### src/hw/rtl/pres80_pkg.sv
`default_nettype none
// ----------------------------------------------------------------------------
// pres80_pkg: shared types, constants and layer functions
// S-box tables, bit permutations and the key register update used by the
// PRESENT-80 round unit and the key expansion logic.
// ----------------------------------------------------------------------------
package pres80_pkg;

   localparam int BLK_W     = 64;
   localparam int KEY_W     = 80;
   localparam int KLOW_W    = 16;
   localparam int NUM_RK    = 32;
   localparam int RK_AW     = 5;
   localparam int CSR_IDX_W = 2;

   localparam logic [RK_AW-1:0] LAST_STEP = 5'd31;

   localparam logic [CSR_IDX_W-1:0] REG_KEY_HIGH = 2'd0;
   localparam logic [CSR_IDX_W-1:0] REG_KEY_LOW  = 2'd1;

   typedef enum logic [1:0] {
      ST_IDLE,
      ST_LOAD,
      ST_RUN
   } state_type;

   // one write into the round key memory
   typedef struct packed {
      logic             en;
      logic [RK_AW-1:0] addr;
      logic [BLK_W-1:0] data;
   } key_wr_type;

   function automatic logic [3:0] sbox_fwd(input logic [3:0] x);
      logic [3:0] y;
      case (x)
         4'h0: y = 4'hC;
         4'h1: y = 4'h5;
         4'h2: y = 4'h6;
         4'h3: y = 4'hB;
         4'h4: y = 4'h9;
         4'h5: y = 4'h0;
         4'h6: y = 4'hA;
         4'h7: y = 4'hD;
         4'h8: y = 4'h3;
         4'h9: y = 4'hE;
         4'hA: y = 4'hF;
         4'hB: y = 4'h8;
         4'hC: y = 4'h4;
         4'hD: y = 4'h7;
         4'hE: y = 4'h1;
         default: y = 4'h2;
      endcase
      return y;
   endfunction

   function automatic logic [3:0] sbox_inv(input logic [3:0] x);
      logic [3:0] y;
      case (x)
         4'h0: y = 4'h5;
         4'h1: y = 4'hE;
         4'h2: y = 4'hF;
         4'h3: y = 4'h8;
         4'h4: y = 4'hC;
         4'h5: y = 4'h1;
         4'h6: y = 4'h2;
         4'h7: y = 4'hD;
         4'h8: y = 4'hB;
         4'h9: y = 4'h4;
         4'hA: y = 4'h6;
         4'hB: y = 4'h3;
         4'hC: y = 4'h0;
         4'hD: y = 4'h7;
         4'hE: y = 4'h9;
         default: y = 4'hA;
      endcase
      return y;
   endfunction

   function automatic logic [BLK_W-1:0] sub_fwd(input logic [BLK_W-1:0] x);
      logic [BLK_W-1:0] y;
      for (int j = 0; j < BLK_W / 4; j++) begin
         y[4*j +: 4] = sbox_fwd(x[4*j +: 4]);
      end
      return y;
   endfunction

   function automatic logic [BLK_W-1:0] sub_inv(input logic [BLK_W-1:0] x);
      logic [BLK_W-1:0] y;
      for (int j = 0; j < BLK_W / 4; j++) begin
         y[4*j +: 4] = sbox_inv(x[4*j +: 4]);
      end
      return y;
   endfunction

   // bit j moves to (16*j) mod 63, top bit stays
   function automatic logic [BLK_W-1:0] perm_fwd(input logic [BLK_W-1:0] x);
      logic [BLK_W-1:0] y;
      y = '0;
      for (int j = 0; j < BLK_W - 1; j++) begin
         y[(j * 16) % (BLK_W - 1)] = x[j];
      end
      y[BLK_W-1] = x[BLK_W-1];
      return y;
   endfunction

   // bit j moves to (4*j) mod 63, top bit stays
   function automatic logic [BLK_W-1:0] perm_inv(input logic [BLK_W-1:0] x);
      logic [BLK_W-1:0] y;
      y = '0;
      for (int j = 0; j < BLK_W - 1; j++) begin
         y[(j * 4) % (BLK_W - 1)] = x[j];
      end
      y[BLK_W-1] = x[BLK_W-1];
      return y;
   endfunction

   // rotate left 61, S-box on the top nibble, counter into bits 19..15
   function automatic logic [KEY_W-1:0] key_update(input logic [KEY_W-1:0] k,
                                                    input logic [RK_AW-1:0] rc);
      logic [KEY_W-1:0] n;
      n = {k[18:0], k[KEY_W-1:19]};
      n[KEY_W-1 -: 4] = sbox_fwd(n[KEY_W-1 -: 4]);
      n[19:15] = n[19:15] ^ rc;
      return n;
   endfunction

endpackage
`default_nettype wire

### src/hw/rtl/present80_block_cipher.sv
`default_nettype none
// ----------------------------------------------------------------------------
// present80_block_cipher: PRESENT-80 encrypt / decrypt engine
// Iterative PRESENT-80 core with the round keys held in a 32 x 64 memory.
// ----------------------------------------------------------------------------
// A block is taken when start is high and busy is low. The result appears on
// rsp_data_out / rsp_last_out for one cycle with rsp_strobe; it cannot be
// held off. From transfer to strobe the core first spends the ST_LOAD state
// fetching the first round key, then steps the shared round unit through
// 31 rounds plus the closing key add, paced by the registered key memory read.
// A new block may be started in the cycle the strobe is shown. Busy stays
// high after reset and after every csr write while the key memory is
// refilled from the key registers; write key_high and key_low only while
// the core is idle.
// ----------------------------------------------------------------------------
module present80_block_cipher
   import pres80_pkg::*;
(
   input  wire logic                 clock,
   input  wire logic                 reset,
   input  wire logic                 start,
   output logic                      busy,
   input  wire logic                 req_op,
   input  wire logic [BLK_W-1:0]     req_data_in,
   input  wire logic                 req_last_in,
   output logic                      rsp_strobe,
   output logic      [BLK_W-1:0]     rsp_data_out,
   output logic                      rsp_last_out,
   input  wire logic                 csr_we,
   input  wire logic [CSR_IDX_W-1:0] csr_index,
   input  wire logic [BLK_W-1:0]     csr_wdata
);

   logic [BLK_W-1:0]  key_high_ff;
   logic [KLOW_W-1:0] key_low_ff;
   logic              restart_ff;

   state_type         state_ff, state_in;
   logic [RK_AW-1:0]  cnt_ff, cnt_in;
   logic [BLK_W-1:0]  blk_ff, blk_in;
   logic              op_ff, op_in;
   logic              last_ff, last_in;
   logic              rsp_strobe_ff, rsp_strobe_in;
   logic [BLK_W-1:0]  rsp_data_ff, rsp_data_in;
   logic              rsp_last_ff, rsp_last_in;

   logic [BLK_W-1:0]  key_mem [NUM_RK];
   logic [BLK_W-1:0]  rk_ff;
   logic [RK_AW-1:0]  rd_step;
   logic [RK_AW-1:0]  rd_addr;

   key_wr_type        kwr;
   logic              exp_running;
   logic [BLK_W-1:0]  round_out;
   logic              final_step;

   // key registers; refill of the key memory follows every write
   always_ff @(posedge clock) begin
      if (reset) begin
         key_high_ff <= '0;
         key_low_ff  <= '0;
         restart_ff  <= 1'b1;
      end else begin
         restart_ff <= csr_we;
         if (csr_we) begin
            unique case (csr_index)
               REG_KEY_HIGH: key_high_ff <= csr_wdata;
               REG_KEY_LOW:  key_low_ff  <= csr_wdata[KLOW_W-1:0];
               default: ;
            endcase
         end
      end
   end

   pres80_keyexp u_keyexp (
      .clock   (clock),
      .reset   (reset),
      .restart (restart_ff),
      .key     ({key_high_ff, key_low_ff}),
      .wr      (kwr),
      .running (exp_running)
   );

   // decrypt walks the keys in reverse: index is step ^ 31
   assign rd_step = (state_ff == ST_LOAD) ? '0 : RK_AW'(cnt_ff + 1'b1);
   assign rd_addr = rd_step ^ {RK_AW{op_ff}};

   always_ff @(posedge clock) begin
      if (kwr.en) begin
         key_mem[kwr.addr] <= kwr.data;
      end
      rk_ff <= key_mem[rd_addr];
   end

   assign final_step = (cnt_ff == LAST_STEP);

   pres80_round u_round (
      .op         (op_ff),
      .final_step (final_step),
      .blk        (blk_ff),
      .rk         (rk_ff),
      .blk_out    (round_out)
   );

   assign busy = (state_ff != ST_IDLE) || restart_ff || exp_running;

   always_comb begin
      state_in      = state_ff;
      cnt_in        = cnt_ff;
      blk_in        = blk_ff;
      op_in         = op_ff;
      last_in       = last_ff;
      rsp_strobe_in = 1'b0;
      rsp_data_in   = rsp_data_ff;
      rsp_last_in   = rsp_last_ff;
      unique case (state_ff)
         ST_IDLE: begin
            if (start && !busy) begin
               blk_in   = req_data_in;
               op_in    = req_op;
               last_in  = req_last_in;
               state_in = ST_LOAD;
            end
         end
         ST_LOAD: begin
            cnt_in   = '0;
            state_in = ST_RUN;
         end
         ST_RUN: begin
            blk_in = round_out;
            cnt_in = RK_AW'(cnt_ff + 1'b1);
            if (final_step) begin
               rsp_strobe_in = 1'b1;
               rsp_data_in   = round_out;
               rsp_last_in   = last_ff;
               state_in      = ST_IDLE;
            end
         end
         default: state_in = ST_IDLE;
      endcase
   end

   always_ff @(posedge clock) begin
      if (reset) begin
         state_ff      <= ST_IDLE;
         cnt_ff        <= '0;
         rsp_strobe_ff <= 1'b0;
      end else begin
         state_ff      <= state_in;
         cnt_ff        <= cnt_in;
         rsp_strobe_ff <= rsp_strobe_in;
      end
      blk_ff      <= blk_in;
      op_ff       <= op_in;
      last_ff     <= last_in;
      rsp_data_ff <= rsp_data_in;
      rsp_last_ff <= rsp_last_in;
   end

   assign rsp_strobe   = rsp_strobe_ff;
   assign rsp_data_out = rsp_data_ff;
   assign rsp_last_out = rsp_last_ff;

endmodule
`default_nettype wire

### src/hw/rtl/pres80_round.sv
`default_nettype none
// ----------------------------------------------------------------------------
// pres80_round: one cipher round
// Key add followed by S-box and permutation layers (forward for encrypt,
// inverse order and tables for decrypt); the final step is key add only.
// ----------------------------------------------------------------------------
module pres80_round
   import pres80_pkg::*;
(
   input  wire logic             op,
   input  wire logic             final_step,
   input  wire logic [BLK_W-1:0] blk,
   input  wire logic [BLK_W-1:0] rk,
   output logic      [BLK_W-1:0] blk_out
);

   logic [BLK_W-1:0] mixed;

   always_comb begin
      mixed = blk ^ rk;
      if (final_step) begin
         blk_out = mixed;
      end else if (op) begin
         blk_out = sub_inv(perm_inv(mixed));
      end else begin
         blk_out = perm_fwd(sub_fwd(mixed));
      end
   end

endmodule
`default_nettype wire

### src/hw/rtl/pres80_keyexp.sv
`default_nettype none
// ----------------------------------------------------------------------------
// pres80_keyexp: round key expansion
// Walks the 80-bit key register through the schedule and writes the 32
// round keys into the key memory, one per cycle, after each restart.
// ----------------------------------------------------------------------------
module pres80_keyexp
   import pres80_pkg::*;
(
   input  wire logic              clock,
   input  wire logic              reset,
   input  wire logic              restart,
   input  wire logic [KEY_W-1:0]  key,
   output key_wr_type             wr,
   output logic                   running
);

   logic                 run_ff, run_in;
   logic [RK_AW-1:0]     cnt_ff, cnt_in;
   logic [KEY_W-1:0]     kreg_ff, kreg_in;

   always_comb begin
      run_in  = run_ff;
      cnt_in  = cnt_ff;
      kreg_in = kreg_ff;
      wr.en   = 1'b0;
      wr.addr = cnt_ff;
      wr.data = kreg_ff[KEY_W-1 -: BLK_W];
      if (restart) begin
         run_in  = 1'b1;
         cnt_in  = '0;
         kreg_in = key;
      end else if (run_ff) begin
         wr.en   = 1'b1;
         kreg_in = key_update(kreg_ff, RK_AW'(cnt_ff + 1'b1));
         cnt_in  = RK_AW'(cnt_ff + 1'b1);
         if (cnt_ff == LAST_STEP) begin
            run_in = 1'b0;
         end
      end
   end

   always_ff @(posedge clock) begin
      if (reset) begin
         run_ff <= 1'b0;
         cnt_ff <= '0;
      end else begin
         run_ff <= run_in;
         cnt_ff <= cnt_in;
      end
      kreg_ff <= kreg_in;
   end

   assign running = run_ff;

endmodule
`default_nettype wire

### config.mk
export PLATFORM = sky130hd
export DESIGN_NAME = present80_block_cipher
export DESIGN_NICKNAME = d
export VERILOG_FILES = /design/src/hw/rtl/pres80_pkg.sv /design/src/hw/rtl/present80_block_cipher.sv /design/src/hw/rtl/pres80_round.sv /design/src/hw/rtl/pres80_keyexp.sv
export SDC_FILE = /design/constraint.sdc
export NUM_CORES = 2
export LEC_CHECK = 0
export BUFFER_PORTS_ARGS = -buffer_cell sky130_fd_sc_hd__buf_2
export CORE_ASPECT_RATIO = 0.75
export CORE_MARGIN = 2
export CORE_UTILIZATION = 56
export CTS_CLUSTER_DIAMETER = 200
export DETAILED_ROUTE_END_ITERATION = 8
export PLACE_DENSITY = 0.81
export SYNTH_ARGS = -nofsm -noshare
export SYNTH_HDL_FRONTEND = slang
export SYNTH_MEMORY_MAX_BITS = 65536
export SYNTH_SLANG_ARGS = --single-unit
export TNS_END_PERCENT = 100
### constraint.sdc
create_clock -name clock -period 14.3 [get_ports clock]
set_clock_uncertainty 0.15 [all_clocks]
set_input_delay 2.86 -clock clock [delete_from_list [all_inputs] [get_ports clock]]
set_output_delay 2.86 -clock clock [all_outputs]
set_load 0.005 [all_outputs]
### Word-level counts from Yosys, hierarchy flattened

Memory sizes are Yosys's and may differ from the RTL's. A register that Yosys moved wholly into a read port is not among the register bits.
Cells that the tools add are included.
Widths: inputs -> output; s select.

| storage, ports and cells | value |
|---|---|
| memory bits (read-only) | 2112 |
| logic and storage cells | 99 |
| register bits after elaboration | 306 |
| bits in writable memories | 2048 |
| input port bits | 136 |
| output and inout port bits | 67 |
| memories kept | 34 |

| cells by class | value |
|---|---|
| eq/ne operators | 7 |
| reduce and logical (&&, ||, !) cells | 18 |
| $add $sub $neg | 2 |
| bitwise operators | 4 |
| muxes and demuxes | 20 |

Memory list:

| memory | words | width | rd ports | clocked after memory_dff | write ports | line | source |
|---|---|---|---|---|---|---|---|
| key_mem | 32 | 64 | 1 | 1 | 1 | present80_block_cipher.sv:47 | `logic [BLK_W-1:0] key_mem [NUM_RK];` |
| (no name shown) | 16 | 4 | 1 | 1 | 0 | pres80_pkg.sv:36 | `case (x)` |
| (no name shown) | 16 | 4 | 1 | 0 | 0 | pres80_pkg.sv:59 | `case (x)` |
| (no name shown) | 16 | 4 | 1 | 0 | 0 | pres80_pkg.sv:59 |  |
| (no name shown) | 16 | 4 | 1 | 0 | 0 | pres80_pkg.sv:59 |  |
| (no name shown) | 16 | 4 | 1 | 0 | 0 | pres80_pkg.sv:59 |  |
| 28 more memories | n/a | n/a | n/a | n/a | n/a | n/a |  |

Operators with widths:

| cell | count |
|---|---|
| $mux 64 | 3 |
| $mux 80 | 2 |
| $pmux 64 s2 | 1 |
| $xor 64x64->64 | 1 |
| $reduce_and 2->1 | 6 |
| $add 5x1->5 const B | 2 |
| $eq 5x5->1 const B | 2 |
| $pmux 5 s2 | 1 |
| $xor 5x5->5 | 2 |
| $mux 1 | 8 |
| $reduce_bool 2->1 | 4 |
| $pmux 2 s3 | 1 |
| $mux 5 | 1 |
| $eq 2x1->1 const B | 2 |
| $logic_not 2->1 | 2 |
| $mux 2 | 2 |
| $mux 4 | 1 |
| $ne 2x2->1 const B | 2 |
| $reduce_or 2->1 | 2 |
| $eq 2x2->1 const B | 1 |
| $logic_or 1x1->1 | 2 |
| $logic_and 1x1->1 | 1 |
| $logic_not 1->1 | 1 |
| $not 1->1 | 1 |

### Logic depth before layout (Yosys ltp)

| logic depth | value |
|---|---|
| word-level depth | 7 |
| mapped depth | 14 |
| gate-level depth less buffers | 10 |

### Modules after synthesis

A second synthesis with hierarchy kept.

| second synthesis, totals | value |
|---|---|
| cells, all modules | 11142 |
| area, all modules | 127564.8 sq um |

Modules (own cells, without submodules):

| module | cells an instance | area an instance (sq um) | times used | sequential area each (sq um) |
|---|---|---|---|---|
| present80_block_cipher | 9939 | 116331.6 | 1 | 68495.7 |
| pres80_round | 891 | 6721.4 | 1 | 0.0 |
| pres80_keyexp | 312 | 4511.8 | 1 | 2602.5 |

### Worst setup path before layout

OpenSTA, ideal clock, no wires.

| timing path | value |
|---|---|
| path kind | in2reg |
| from | in start |
| to | reg blk_ff[0], enable pin |
| path slack | 9012 ps |
| stages on the path | 2 |
| library setup time | 499 ps |
| buffers on the path | 0 |
| data arrival time | 4639 ps |
| required time | 13651 ps |
| cells stage by stage | and3_1 > o21bai_1 |

| on the way | value |
|---|---|
| cells in the longest elaborated chain, start to end | 3 |

RTL lines:

| element | line | source |
|---|---|---|
| start, declared | present80_block_cipher.sv:21 | `input wire logic start,` |
| $logic_and 1x1->1 | present80_block_cipher.sv:118 | `if (start && !busy) begin` |
| $ne 2x2->1 (no line) | n/a |  |
| $reduce_and 2->1 (no line) | n/a |  |
| end signal, assigned | present80_block_cipher.sv:153 | `blk_ff <= blk_in;` |
| end, declared | present80_block_cipher.sv:40 | `logic [BLK_W-1:0] blk_ff, blk_in;` |

Every way passes these cells.
A chain may end at the register's enable or synchronous reset.

### Worst setup path after layout

| timing path | value |
|---|---|
| from | reg cnt_ff[0] |
| to | reg rk_ff[30] (read register of key_mem) |

| on the way | value |
|---|---|
| cells in the longest elaborated chain, start to end | 3 |

RTL lines:

| element | line | source |
|---|---|---|
| start, declared | present80_block_cipher.sv:39 | `logic [RK_AW-1:0] cnt_ff, cnt_in;` |
| start signal, assigned | present80_block_cipher.sv:150 | `cnt_ff <= cnt_in;` |
| $add 5x1->5 | present80_block_cipher.sv:85 | `assign rd_step = (state_ff == ST_LOAD) ? '0 : RK_AW'(cnt_ff + 1'b1);` |
| $mux 5 | present80_block_cipher.sv:85 |  |
| $xor 5x5->5 | present80_block_cipher.sv:86 | `assign rd_addr = rd_step ^ {RK_AW{op_ff}};` |
| end, declared | present80_block_cipher.sv:48 | `logic [BLK_W-1:0] rk_ff;` |

Every way passes these cells.

==> impl_metrics.json <==
{
  "outcome": "finished, final reports clean",
  "grt_max_degree": 161,
  "worst_path_max_delay_cell": "dfxtp_1",
  "ctsLongestPathBuffers": 3,
  "cts_root_buf": "clkbuf_16",
  "power_mw": 16.1,
  "core_um2": 175000,
  "arrival_ns": 7.10,
  "wire_per_inst_um": 32.4,
  "relSlewSlack_pct": 5.31,
  "synthFlopType": "edfxtp_1",
  "fmax_mhz": 156,
  "rsz0062_at_grt": "false",
  "tightestPinTransition_ns": 1.42,
  "die_height_um": 367,
  "die_area_um2": 179000,
  "final_common_cell": "edfxtp_1",
  "path_clk_slew_ns": 0.07,
  "drc_errors": 0,
  "drt-total-wl_mm": 299,
  "drv_cap": 0,
  "syn_nets": 6783,
  "cts.sinks": 2422,
  "yosysTopAreaCell": "edfxtp_1",
  "fin_crit_sh_pct": 44.9,
  "io_pins": 203,
  "hold_class": "flop to flop",
  "cts-htree-levels": 4,
  "vias": 64100,
  "finalNetCount": 6878,
  "hpwl_mm": 167,
  "ant_nets": 0,
  "gr-usage-all-layers_pct": 32.8,
  "vdd_drop_max_v": 0.000104,
  "grt_pass1_wl_mm": 425,
  "synth_enable_flop_cells": 2259,
  "period_minus_slack_ns": 6.42,
  "yosysTopAreaCellShare_pct": 68.9,
  "drv_slew": 0,
  "ff2ff_setup_slack_ns": 7.88,
  "grt_pass1_vias": 61400,
  "grt-ovfl-total": 0,
  "max_stage_delay_ns": 0.98,
  "gp_congestion": 0.932,
  "busiest_layer": "met2",
  "syn_inst": 6566,
  "use_met3_pct": 12.3,
  "fin_area_um2": 109000,
  "start_util_pct": 56.3,
  "final_cell_mix": "edfxtp_1, nand2_1, nand3_1",
  "diodes": 0,
  "crit_start": "cnt_ff[0]",
  "clk-insertion-delay-late_ns": 0.89,
  "drt-pass1-iter-count": 7,
  "crit_chain": "ha_1 > xor2_4 > nand3_4 > nand2_8 > buf_12 > buf_4 > mux2i_1 > a2111oi_0 > and4_1",
  "synthTopCellsByArea": "edfxtp_1, dfxtp_1, nand2_1, mux2i_1, o221ai_1",
  "synth.cell_area_um2": 98400,
  "met1_usage_pct": 44.7,
  "grtUsageMet2_pct": 47.4,
  "fillCellCount": 12000,
  "path_max_fanout": 160,
  "multi_input_area_um2": 25300,
  "antenna_found_initial": 9,
  "hold_viol_final": 0,
  "num_rows": 133,
  "setup_viol": 0,
  "required_ns": 14.98,
  "reg2reg_from": "cnt_ff[0]",
  "ctsHoldBuffers": 0,
  "syn_area_per_cell_um2": 15.0,
  "async_flop_share_pct": 0,
  "drive_gt1_share_pct": 13.5,
  "cts_tree": "built",
  "portBuffers": 202,
  "p_leak_nw": 36.4,
  "die_width_um": 488,
  "vias_per_cell": 6.96,
  "power_density_nw_per_um2": 148,
  "worst_setup_path_start_kind": "flop",
  "fin_util_pct": 62.1,
  "dr.first_iter.drc_count": 11000,
  "hold_start": "last_ff",
  "postCtsSetupBuffers": 0,
  "synth_cell_type_count": 92,
  "worstSetupPathType": "flop to flop",
  "tns_ns": 0,
  "ys_ff_latch": 2422,
  "seqCellArea_um2": 71100,
  "place_area_um2": 102000,
  "whs_path_depth": 0,
  "rr_worst_depth": 9,
  "cts_made_buffers": 206,
  "holdWs_ns": 0.268,
  "cp-end-kind": "flop",
  "synth_warnings": 0,
  "ys_seq_area_share_pct": 72.2,
  "cts_resized": 0,
  "layout-area-overhead-vs-synth_pct": 10.4
}
## path summary, 6_finish.rpt
path,to
hold reg to reg,rsp_last_out
setup / recovery,rk_ff[30]
setup reg to reg,rk_ff[30]
hold / removal,rsp_last_out
## power breakdown
| group | internal, mW | total, mW | switching [mW] |
|---|---|---|---|
| Clock | 3.03 | 5.63 | 2.60 |
| Combinational | 0.726 | 2.15 | 1.42 |
| Sequential | 7.96 | 8.30 | 0.341 |
| Total | 11.7 | 16.1 | 4.36 |
## registers in the layout, summed over array words and instances, names as in the netlist, 2 cells and up, named ones only
| name | cells |
|---|---|
| key_low_ff | 16 |
| u_keyexp.kreg_ff | 80 |
| state_ff | 2 |
| rk_ff | 64 |
| blk_ff | 64 |
| key_high_ff | 64 |
| rsp_data_out | 64 |
| u_keyexp.cnt_ff | 5 |
| key_mem | 2048 |
| cnt_ff | 5 |
## per-layer routing
metal	wire length, µm	part of all wire [%]	vias to the layer above
met4	14600	4.9	12
met2	127000	43	5522
met1	104000	35	31400
met3	52600	18	914
li1	-	-	26200
met5	82	0.027	-
## worst max-delay path: cells and delay by family (launching register included)
family	cells	cell delay [ns]
flip-flops	1	0.98
buffers and inverters	2	1.70
multiplexers	1	0.22
AO/OA/AOI/OAI	1	0.62
adder cells (fa/ha/maj)	1	0.65
AND/OR/NAND/NOR	3	1.47
XOR/XNOR	1	0.34
## kinds of logic (layout without fill, tap and decap cells)
family	after synthesis	after routing	synth area share [%]
AO/OA/AOI/OAI	1252	1252	9.68
XOR/XNOR	113	113	1.22
adder cells (fa/ha/maj)	81	81	1.03
buffers and inverters	556	834	2.51
flip-flops	2422	2422	72.2
multiplexers	451	451	5.21
AND/OR/NAND/NOR	1691	1691	8.12
## per-stage QoR
step                      std cells  setup WS (ns)
final                          9206           7.88
after global placement         8814           8.20
after CTS                      9205           8.13
after floorplan                6566           9.01
after global routing           9206           7.73
after detailed placement       8814           8.23
## cells in the mapped netlist, types with 45 or more instances
cell and instances:
buf_2 144, a2111oi_0 69, ha_1 81, a22oi_1 71, nor3_1 63, and3_1 272, edfxtp_1 2259, nand3_1 308
a21oi_1 167, nand2_1 792, mux2_2 142, nor2_1 136, o21ai_0 86, o221ai_1 251, mux2i_1 275, a221oi_1 67
inv_1 70, a222oi_1 60, clkbuf_1 250, dfxtp_1 163, and4_1 61, xnor2_1 62, a211oi_1 272, o211ai_1 45
## layout make-up
type | instances | share of cell area, %
Clock inverter | 116 | 1.06
Multi-Input combinational cell | 3588 | 23.3
Tap cell | 2362 | 2.72
Clock buffer | 275 | 5.16
Sequential cell | 2422 | 65.4
Timing Repair Buffer | 347 | 2.01
Inverter | 96 | 0.334
Note: power is estimated with default switching activity, not from simulation.
